[src/rtl/core/efd_pkg.sv]
// ----------------------------------------------------------------------------
// efd_pkg
// Shared types and constants for the escaped serial frame deframer.
// ----------------------------------------------------------------------------
package efd_pkg;

    localparam int MAX_PAYLOAD = 128;
    localparam int CNT_W       = $clog2(MAX_PAYLOAD + 1);
    localparam int IDX_W       = 7;

    localparam logic [7:0] LEN_SKIP_BYTE = 8'hFF;
    localparam logic [7:0] ESC_BYTE      = 8'hFD;
    localparam logic [7:0] ESC_MIN       = 8'h7D;
    localparam logic [7:0] ESC_ADD       = 8'h80;

    localparam logic [1:0] KIND_HDR  = 2'd0;
    localparam logic [1:0] KIND_DATA = 2'd1;
    localparam logic [1:0] KIND_END  = 2'd2;

    localparam logic CFG_HEAD = 1'b0;
    localparam logic CFG_END  = 1'b1;

    typedef enum logic [3:0] {
        PH_HEAD = 4'b0001,
        PH_LEN  = 4'b0010,
        PH_CMD  = 4'b0100,
        PH_DATA = 4'b1000
    } phase_t;

    typedef struct packed {
        logic [1:0]       kind;
        logic [7:0]       value;
        logic [15:0]      frame_length;
        logic [IDX_W-1:0] index;
        logic             overflow;
    } rec_t;

endpackage

[src/rtl/core/efd_parser.sv]
// ----------------------------------------------------------------------------
// efd_parser
// Frame state machine: consumes one byte per step and produces at most one
// record (header, data byte or frame end).
// ----------------------------------------------------------------------------
module efd_parser (
    input  logic          clk,
    input  logic          rst_n,
    input  logic          step,
    input  logic [7:0]    rx_byte,
    input  logic [7:0]    head_value,
    input  logic [7:0]    end_value,
    output logic          rec_valid,
    output efd_pkg::rec_t rec
);

    efd_pkg::phase_t             phase_reg, phase_next;
    logic                        len_seen_reg, len_seen_next;
    logic [15:0]                 len_acc_reg, len_acc_next;
    logic [7:0]                  held_reg, held_next;
    logic                        held_valid_reg, held_valid_next;
    logic [efd_pkg::CNT_W-1:0]   count_reg, count_next;
    logic                        ovf_reg, ovf_next;
    logic [efd_pkg::CNT_W-1:0]   pos;

    assign pos = count_reg - efd_pkg::CNT_W'(1);

    always_comb
    begin
        phase_next      = phase_reg;
        len_seen_next   = len_seen_reg;
        len_acc_next    = len_acc_reg;
        held_next       = held_reg;
        held_valid_next = held_valid_reg;
        count_next      = count_reg;
        ovf_next        = ovf_reg;
        rec_valid       = 1'b0;
        rec             = '0;

        unique case (phase_reg)
            efd_pkg::PH_HEAD:
            begin
                if (rx_byte == head_value)
                begin
                    phase_next    = efd_pkg::PH_LEN;
                    len_seen_next = 1'b0;
                end
            end
            efd_pkg::PH_LEN:
            begin
                if (!len_seen_reg)
                begin
                    // A 0xFF in the first length position is a filler byte.
                    if (rx_byte != efd_pkg::LEN_SKIP_BYTE)
                    begin
                        len_acc_next  = {8'h00, rx_byte};
                        len_seen_next = 1'b1;
                    end
                end
                else
                begin
                    len_acc_next  = {len_acc_reg[7:0], rx_byte};
                    len_seen_next = 1'b0;
                    phase_next    = efd_pkg::PH_CMD;
                end
            end
            efd_pkg::PH_CMD:
            begin
                held_next          = '0;
                held_valid_next    = 1'b0;
                count_next         = '0;
                ovf_next           = 1'b0;
                phase_next         = efd_pkg::PH_DATA;
                rec_valid          = 1'b1;
                rec.kind           = efd_pkg::KIND_HDR;
                rec.value          = rx_byte;
                rec.frame_length   = len_acc_reg;
            end
            efd_pkg::PH_DATA:
            begin
                if (rx_byte == end_value)
                begin
                    rec_valid       = 1'b1;
                    rec.kind        = efd_pkg::KIND_END;
                    rec.value       = held_valid_reg ? held_reg : 8'h00;
                    rec.overflow    = ovf_reg;
                    held_next       = '0;
                    held_valid_next = 1'b0;
                    count_next      = '0;
                    ovf_next        = 1'b0;
                    phase_next      = efd_pkg::PH_HEAD;
                end
                else if (rx_byte == efd_pkg::ESC_BYTE && held_valid_reg &&
                         held_reg >= efd_pkg::ESC_MIN)
                begin
                    held_next = held_reg + efd_pkg::ESC_ADD;
                end
                else if (count_reg == efd_pkg::CNT_W'(efd_pkg::MAX_PAYLOAD))
                begin
                    ovf_next = 1'b1;
                end
                else
                begin
                    // The previous byte is released once its successor proves
                    // it was not escaped.
                    if (held_valid_reg)
                    begin
                        rec_valid = 1'b1;
                        rec.kind  = efd_pkg::KIND_DATA;
                        rec.value = held_reg;
                        rec.index = efd_pkg::IDX_W'(32'(pos));
                    end
                    held_next       = rx_byte;
                    held_valid_next = 1'b1;
                    count_next      = count_reg + efd_pkg::CNT_W'(1);
                end
            end
            default:
            begin
                phase_next = efd_pkg::PH_HEAD;
            end
        endcase
    end

    always_ff @(posedge clk or negedge rst_n)
    begin
        if (!rst_n)
        begin
            phase_reg      <= efd_pkg::PH_HEAD;
            len_seen_reg   <= 1'b0;
            len_acc_reg    <= '0;
            held_reg       <= '0;
            held_valid_reg <= 1'b0;
            count_reg      <= '0;
            ovf_reg        <= 1'b0;
        end
        else if (step)
        begin
            phase_reg      <= phase_next;
            len_seen_reg   <= len_seen_next;
            len_acc_reg    <= len_acc_next;
            held_reg       <= held_next;
            held_valid_reg <= held_valid_next;
            count_reg      <= count_next;
            ovf_reg        <= ovf_next;
        end
    end

endmodule

[src/rtl/core/escaped_serial_frame_deframer.sv]
// ----------------------------------------------------------------------------
// escaped_serial_frame_deframer
// Receive-side parser for head/length/command/payload/end serial frames.
// ----------------------------------------------------------------------------
// Pipeline: a word accepted is held in the input register, and its record
// (if any) is registered in the output register when the parser steps.
// Throughput: one word per cycle unless m_tready stalls the output; the input
// register lets one word be taken while a record waits on the output.
// Reset: rst_n returns the frame state to the head phase, empties both stages
// (valid flags only) and clears the head and end registers to zero.
module escaped_serial_frame_deframer (
    input  logic        clk,
    input  logic        rst_n,
    input  logic        s_tvalid,
    output logic        s_tready,
    input  logic [7:0]  s_tdata,    // [7:0] rx_byte
    output logic        m_tvalid,
    input  logic        m_tready,
    output logic [31:0] m_tdata,    // [7:0] value, [23:8] frame_length,
                                    // [30:24] index, [31] overflow
    output logic [1:0]  m_tuser,    // [1:0] kind
    input  logic        cfg_valid,
    output logic        cfg_ready,
    input  logic        cfg_index,
    input  logic [7:0]  cfg_data
);

    logic          in_valid_reg;
    logic [7:0]    in_byte_reg;
    logic          out_valid_reg;
    efd_pkg::rec_t out_reg;
    logic [7:0]    head_reg;
    logic [7:0]    end_reg;
    logic          out_free;
    logic          step;
    logic          rec_valid;
    efd_pkg::rec_t rec;

    assign out_free  = !out_valid_reg || m_tready;
    assign step      = in_valid_reg && out_free;
    assign s_tready  = !in_valid_reg || out_free;
    assign cfg_ready = 1'b1;

    always_ff @(posedge clk or negedge rst_n)
    begin
        if (!rst_n)
        begin
            head_reg <= '0;
            end_reg  <= '0;
        end
        else if (cfg_valid)
        begin
            unique case (cfg_index)
                efd_pkg::CFG_HEAD: head_reg <= cfg_data;
                efd_pkg::CFG_END:  end_reg  <= cfg_data;
                default:           head_reg <= head_reg;
            endcase
        end
    end

    always_ff @(posedge clk or negedge rst_n)
    begin
        if (!rst_n)
        begin
            in_valid_reg <= 1'b0;
        end
        else if (s_tready)
        begin
            in_valid_reg <= s_tvalid;
        end
    end

    always_ff @(posedge clk)
    begin
        if (s_tvalid && s_tready)
        begin
            in_byte_reg <= s_tdata;
        end
    end

    efd_parser u_parser (
        .clk        (clk),
        .rst_n      (rst_n),
        .step       (step),
        .rx_byte    (in_byte_reg),
        .head_value (head_reg),
        .end_value  (end_reg),
        .rec_valid  (rec_valid),
        .rec        (rec)
    );

    always_ff @(posedge clk or negedge rst_n)
    begin
        if (!rst_n)
        begin
            out_valid_reg <= 1'b0;
        end
        else if (step)
        begin
            out_valid_reg <= rec_valid;
        end
        else if (m_tready)
        begin
            out_valid_reg <= 1'b0;
        end
    end

    always_ff @(posedge clk)
    begin
        if (step && rec_valid)
        begin
            out_reg <= rec;
        end
    end

    assign m_tvalid = out_valid_reg;
    assign m_tuser  = out_reg.kind;
    assign m_tdata  = {out_reg.overflow, out_reg.index, out_reg.frame_length,
                       out_reg.value};

    a_kind_known: assert property (@(posedge clk) disable iff (!rst_n)
        m_tvalid |-> (m_tuser == efd_pkg::KIND_HDR || m_tuser == efd_pkg::KIND_DATA ||
                      m_tuser == efd_pkg::KIND_END))
        else $error("record kind out of range");

    a_hdr_fields: assert property (@(posedge clk) disable iff (!rst_n)
        (m_tvalid && m_tuser == efd_pkg::KIND_HDR) |-> (m_tdata[31:24] == 8'h00))
        else $error("header record carries index or overflow");

    a_data_fields: assert property (@(posedge clk) disable iff (!rst_n)
        (m_tvalid && m_tuser == efd_pkg::KIND_DATA) |->
            (m_tdata[23:8] == 16'h0000 && !m_tdata[31]))
        else $error("data record carries length or overflow");

    a_stall_blocks: assert property (@(posedge clk) disable iff (!rst_n)
        (in_valid_reg && m_tvalid && !m_tready) |-> !s_tready)
        else $error("input taken while both stages are full");

    a_no_drop: assert property (@(posedge clk) disable iff (!rst_n)
        (m_tvalid && !m_tready) |=> m_tvalid)
        else $error("pending record lost");

endmodule
[config.mk]
export PLATFORM = sky130hd
export DESIGN_NAME = escaped_serial_frame_deframer
export DESIGN_NICKNAME = d
export VERILOG_FILES = /design/src/rtl/core/efd_pkg.sv /design/src/rtl/core/efd_parser.sv /design/src/rtl/core/escaped_serial_frame_deframer.sv
export SDC_FILE = /design/constraint.sdc
export NUM_CORES = 1
export LEC_CHECK = 0
export BUFFER_PORTS_ARGS = -buffer_cell sky130_fd_sc_hd__buf_4
export CORE_MARGIN = 4
export CORE_UTILIZATION = 31
export DETAILED_ROUTE_END_ITERATION = 6
export GPL_TIMING_DRIVEN = 0
export SETUP_SLACK_MARGIN = 0.05
export SYNTH_ARGS = -nofsm -noshare
export SYNTH_HDL_FRONTEND = slang
export SYNTH_SLANG_ARGS = --single-unit
[constraint.sdc]
create_clock -name clk -period 4.85 [get_ports clk]
set_clock_uncertainty 0.2 [all_clocks]
set_input_delay 0.97 -clock clk [delete_from_list [all_inputs] [get_ports clk]]
set_output_delay 0.97 -clock clk [all_outputs]
set_load 0.01 [all_outputs]
# [Word level (Yosys, flattened, before mapping)]
# Cells that the tools add are included.
[totals] reg_bits=99 latch_bits=0 ram_bits=0 romBits=0 input_bits=22 output_inout_bits=37 wordCells=102 n_memories=0
[classes] addsub=3 mul=0 n_div=0 order_cmp=1 eq_ne=16 shift=0 mux=39 n_bitwise=3 n_reduce_logical=23
[ops] cell="8-bit two-way mux" n=7
[ops] cell="16-bit two-way mux" n=2
[ops] cell="8-bit one-hot mux with 2 select lines" n=2
[ops] cell="10-bit two-way mux" n=2
[ops] cell="10-bit one-hot mux with 2 select lines" n=1
[ops] cell="9-bit two-way mux" n=2
[ops] cell="8-bit equality test" n=2
[ops] cell="8-bit equality test (second input constant)" n=2
[ops] cell="4-bit one-hot mux with 4 select lines" n=1
[ops] cell="1-bit two-way mux" n=15
[ops] cell="4-bit two-way mux" n=3
[ops] cell="4-bit AND reduction" n=3
[ops] cell="3-bit AND reduction" n=3
[ops] cell="8-bit by 1-bit adder with 8-bit output (second input constant)" n=1
[ops] cell="8-bit adder (second input constant)" n=1
[ops] cell="8-bit by 7-bit greater-or-equal comparator with 1-bit output (second input constant)" n=1
[ops] cell="8-bit inequality test (second input constant)" n=1
[ops] cell="1-bit one-hot mux with 2 select lines" n=4
[ops] cell="2-bit nonzero test" n=4
[ops] cell="7-bit by 1-bit subtractor with 7-bit output (second input constant)" n=1
[ops] cell="2-bit by 1-bit inequality test with 1-bit output (second input constant)" n=3
[ops] cell="3-bit by 2-bit inequality test with 1-bit output (second input constant)" n=2
[ops] cell="2-bit AND reduction" n=3
[ops] cell="1-bit logical AND" n=5
[ops] cell="10 further kinds" n=14

# [Depth between registers and ports, before layout]
[depth] depth_word=7 depth_mapped=8 depth_no_buf=7

# [Modules after synthesis]
# A second synthesis with hierarchy kept.
[hier_totals] hier_cells=353 hier_area_um2=4471.8
[modules_own_cells] mod="efd_parser" instances=1 cells_each=264 area_each_um2=2461.1 seq_area_each_um2=977.2
[modules_own_cells] mod="escaped_serial_frame_deframer" instances=1 cells_each=89 area_each_um2=2010.7 seq_area_each_um2=1711.6

# [Worst setup path after synthesis]
# OpenSTA, ideal clock, no wires.
[synth_timing] kind="input port to flip-flop" from="in m_tready" to="reg out_reg, in the netlist m_tdata[0] (enable)" setup_time_ns=0.446 t_arrival_ns=3.229 t_required_ns=4.204 setup_slack_ns=0.975 stages=4 path_buffers=1 path_cell_list="nand2b_1 o211ai_1 clkbuf_1 a31oi_1"
[synth_between] elab_chain_len=3
[synth_lines] item="start: declaration" line="escaped_serial_frame_deframer.sv:18" rtl="input logic m_tready,"
[synth_lines] item="1-bit logical OR" line="escaped_serial_frame_deframer.sv:39" rtl="assign out_free = !out_valid_reg || m_tready;"
[synth_lines] item="1-bit logical AND" line="escaped_serial_frame_deframer.sv:40" rtl="assign step = in_valid_reg && out_free;"
[synth_lines] item="1-bit logical AND" line="escaped_serial_frame_deframer.sv:110" rtl="if (step && rec_valid)"
[synth_lines] item="end signal: assignment" line="escaped_serial_frame_deframer.sv:112" rtl="out_reg <= rec;"
[synth_lines] item="end: declaration" line="escaped_serial_frame_deframer.sv:31" rtl="efd_pkg::rec_t out_reg;"
# Every way passes these cells.
# A chain may end at the register's enable or synchronous reset.

# [Worst setup path in the final report]
[layout_timing] from="reg u_parser.phase_reg[1]" to="reg out_reg, in the netlist m_tuser[1] (enable)"
[layout_between] elab_chain_len=3 elab_cells_between_ends=4 cone_classes="eq/ne (2); mux (1); reduce/logical (1)"
[layout_lines] item="start: declaration" line="efd_parser.sv:17" rtl="efd_pkg::phase_t phase_reg, phase_next;"
[layout_lines] item="start signal: assignment" line="efd_parser.sv:129" rtl="phase_reg <= efd_pkg::PH_HEAD;"
[layout_lines] item="start signal: assignment" line="efd_parser.sv:139" rtl="phase_reg <= phase_next;"
[layout_lines] item="4-bit equality test or 4-bit by 3-bit equality test with 1-bit output (tied branches)" line="efd_parser.sv:40" rtl="unique case (phase_reg)"
[layout_lines] item="1-bit one-hot mux with 2 select lines *" line="efd_parser.sv:40"
[layout_lines] item="1-bit logical AND *" line="escaped_serial_frame_deframer.sv:110"
# Mark *: on every way between the ends. The rest lies on a longest branch, timed or not.

==> impl_results.md <==
* Category of the critical setup timing path: reg -> reg
* RSZ-0062 raised after global routing: no
* Relative slew margins at 0.4979
* Worst min-delay path endpoint: u_parser.ovf_reg$_DFFE_PN0P_
* Reg-to-reg startpoint: u_parser.phase_reg[1]$_DFFE_PN0P_
* Netlist cell types at 45
* CTS-repair resized insts at 0
* Share of synthesized area occupied by flip-flops and latches at 0.6131
* Reg-to-reg critical path endpoint: m_tuser[1]$_DFFE_PP_
* Final routed wire length divided by cell count at around 15 µm
* Max Transition Viols Final at 0
* Cell Pwr Density at between 300 and 400 nW/µm²
* Synthesized netlist cell count at between 300 and 400
* Cell family with the largest share of critical-path delay: compound AO/OA/AOI/OAI gates
* Max clock buf depth at 2
* Main area contributors after synthesis: sky130_fd_sc_hd__dfrtp_1 32%, sky130_fd_sc_hd__edfxtp_1 29%, sky130_fd_sc_hd__mux2_2 7.2%
* Syn Area/Cell at ~13 µm²
* Number of flip-flops in the largest register at 32
* Number of enable flip-flop cells after synthesis at 42
* Number of hold violations in the final report at 0
* Number of nets in the synthesized netlist at between 300 and 400
* Overall track demand over capacity in global routing at 0.1170
* Library cell with the highest instance count after synthesis: sky130_fd_sc_hd__dfrtp_1
* Initial Util at 0.3159
* Number of DRC violations after detailed routing at 0
* Class of the worst hold path: reg -> reg
* Fraction of layout instances using a drive strength above 1 at 0.2799
* Total global routing overflow at 0
* Number of setup violations in the final report at 0
* Warnings, synthesis at 0
* Worst setup SP type: register
* I/O Buffers at 57
* CP Buf/Inv Count at 2
* Number of buffers inserted by hold repair at cts at 0
* Post-synthesis instance area at ~4400 µm²
* Row count at 43
* Arrival @ worst endpoint at 2.71 ns
* CTS tree: built
* Highest-delay cell along the critical path: sky130_fd_sc_hd__nor4b_1
* Final period util at 0.5912
* Number of placed cells counting well taps at roughly 580
* Setup bufs post-CTS at 0
* Global-route wire length before repair at roughly 15 mm
* Largest fanout on the critical path at 23
* Endpoint kind of the worst setup timing path: register
* Number of max-cap violations at 0
* Share of async-settable or async-resettable flops after synthesis at 0.5758
* Drt total wl at 9.130 mm
* Max stage delay on crit path at just under 0.7 ns
* Max H-tree Level at 3
* Clock Sinks at 99
* Worst voltage drop across the vdd grid at 0.0001461 V
* Share of the synthesized area in the top cell type at 0.3195
* Via-to-Cell Ratio at 4.849
* Vertical die dimension at 126.9 µm
* Root Buffer Master: sky130_fd_sc_hd__clkbuf_16
* Setup TNS at 0 ns
* Cell count of the worst hold path at 2
* Starting DRT DRC Count at about 200
* Highest clock frequency the design can meet at 348.8 MHz
* Leakage power summed over all cells at 2.409 nW
* Pin count of the biggest net entering global routing at a little under 60
* Number of iterations in the first detailed-routing pass at 4
* Storage cell area at around 2700 µm²
* Outcome: finished, final reports clean
* Critical path required time at between 4 and 5 ns
* Multi-input logic area at between 1500 and 2000 µm²
* Number of register bits inferred by synthesis at 99
* Number of global-route vias before repair at between 2000 and 3000
* I/O pins at 59
* Clock network latency to the later pin of the worst-skew pair at 0.34 ns
* Clock slew seen by the registers of the worst setup and hold paths at approximately 0.060 ns
* Clock period minus final worst setup slack at between 2 and 3 ns
* Top FF cell, synth: sky130_fd_sc_hd__dfrtp_1
* Initial antenna violation count at 0
* Via total after detailed routing at between 2000 and 3000
* Placeable core region at 13880 µm²
* Post-layout net count at about 440
* Transition time at the pin with the least slew margin at 0.7427 ns
* Post-route ant nets at 0
* Cell chain of the critical path: nor4b_1 -> o211ai_1 -> clkbuf_1 -> a31oi_4 -> buf_16
* Flop2flop setup slack at 1.98 ns
* Final Non-Filler Cells at around 600
* List of most frequent post-synthesis cells: 56 x sky130_fd_sc_hd__dfrtp_1, 42 x sky130_fd_sc_hd__edfxtp_1, 28 x sky130_fd_sc_hd__mux2_2, 25 x sky130_fd_sc_hd__nor2_1
* P&R area growth vs syn at 22.05%
* R2r worst-path depth at 5
* Antenna cell count at 0
* Largest area contributor in the synthesized netlist: sky130_fd_sc_hd__dfrtp_1
* Critical hold path startpoint: u_parser.ovf_reg$_DFFE_PN0P_
* Die width at roughly 130 µm
* Total die area at approximately 16000 µm²
* Routability Congestion at between 0.8 and 0.9
* Number of filler instances in the final layout at 1345
* Number of buffers inserted during clock tree synthesis at 9
* DPL Wire Length at between 6 and 7 mm
## worst register-to-register path, stage by stage (launching register included)
cell,delay [ns]
sky130_fd_sc_hd__dfrtp_1,0.43
sky130_fd_sc_hd__nor4b_1,0.70
sky130_fd_sc_hd__o211ai_1,0.20
sky130_fd_sc_hd__clkbuf_1,0.29
sky130_fd_sc_hd__a31oi_4,0.52
sky130_fd_sc_hd__buf_16,0.23
## cells in the final DEF (no fill, tap or decap), drive strengths merged, types with 2 or more instances in the layout
| master | synthesis | routed |
|---|---|---|
| nand3 | 16 | 16 |
| nand2b | 5 | 5 |
| nand2 | 17 | 17 |
| xnor2 | 8 | 8 |
| a211o | 3 | 3 |
| nand4 | 4 | 4 |
| mux2 | 28 | 28 |
| dfrtp | 56 | 56 |
| buf | 9 | 67 |
| a21oi | 9 | 9 |
| nor4 | 5 | 5 |
| a31oi | 3 | 3 |
| ha | 2 | 2 |
| nor3 | 3 | 3 |
| o211ai | 3 | 3 |
| or4b | 2 | 2 |
| a32oi | 2 | 2 |
| nor2b | 4 | 4 |
| and2 | 13 | 13 |
| inv | 14 | 15 |
| o21ai | 11 | 11 |
| a21o | 4 | 4 |
| a22o | 17 | 17 |
| a211oi | 2 | 2 |
| o211a | 4 | 4 |
| clkbuf | 6 | 17 |
| nor2 | 25 | 25 |
| xor2 | 11 | 11 |
| edfxtp | 42 | 42 |
| clkinv | 0 | 4 |
| nor4b | 7 | 7 |
## through the flow
stage / instance area (µm²) / hold slack [ns] / utilization / power, mW / setup slack, ns
floorplan: 4385 / 0.2584 / - / 0.9899 / 0.9751
global placement: 5039 / 0.2862 / 0.3630 / 1.032 / -0.09360
detailed placement: 5081 / 0.2949 / 0.3661 / 1.036 / 1.852
CTS: 5353 / 0.3103 / 0.3856 / 1.692 / 1.957
global route: 5353 / 0.3404 / 0.3856 / 1.743 / 1.716
finish: 5353 / 0.3086 / 0.3856 / 1.666 / 1.983
## kinds of logic (layout without fill, tap and decap cells)
kind of cell / after synthesis / count (layout) / synth area share
adders and majority gates: 2 / 2 / 0.005705
buffers and inverters: 29 / 103 / 0.03138
xor gates and xnor gates: 19 / 19 / 0.03795
AOI/OAI and AO/OA: 61 / 61 / 0.1027
and+or+nand+nor: 105 / 105 / 0.1364
other: 1 / 1 / 0.0008551
DFF: 99 / 99 / 0.6131
muxes: 28 / 28 / 0.07190
## layout make-up
cell class | instances | share of cell area
plain buffers | 15 | 0.01590
clock buffers | 11 | 0.04348
clock inverters | 5 | 0.007246
inverters | 14 | 0.009818
multi-input cells | 216 | 0.2941
flip-flops and latches | 99 | 0.5023
well taps | 180 | 0.04208
repair buffers | 58 | 0.08509
## worst max-delay path by stage
stage	endpoint	slack, ns	from	cells past startpoint
3_3_place_gp	m_tdata[30]$_SDFFCE_PP0P_	-0.09	m_tready	5
4_1_cts	m_tuser[1]$_DFFE_PP_	1.96	u_parser.phase_reg[1]$_DFFE_PN0P_	5
3_5_place_dp	m_tdata[31]$_SDFFCE_PN0P_	1.85	m_tready	6
2_1_floorplan	m_tdata[0]$_DFFE_PP_	0.98	m_tready	4
5_1_grt	m_tuser[1]$_DFFE_PP_	1.72	u_parser.phase_reg[1]$_DFFE_PN0P_	5
6_report	m_tuser[1]$_DFFE_PP_	1.98	u_parser.phase_reg[1]$_DFFE_PN0P_	5
## metal layers
layer | part of all wire | wire length, µm | track usage
met4 | 0.014 | 131 | 0.04984
met3 | 0.048 | 435 | 0.02063
met1 | 0.46 | 4209 | 0.1578
met5 | 0 | 0 | 0
met2 | 0.48 | 4354 | 0.1859
## report_power, final
group	total (mW)	switching [mW]	internal, mW
combinational	0.0917	0.0434	0.0483
clock	0.649	0.298	0.352
sequential	0.925	0.0279	0.897
total	1.67	0.369	1.30
(Power assumes the default switching activity.)
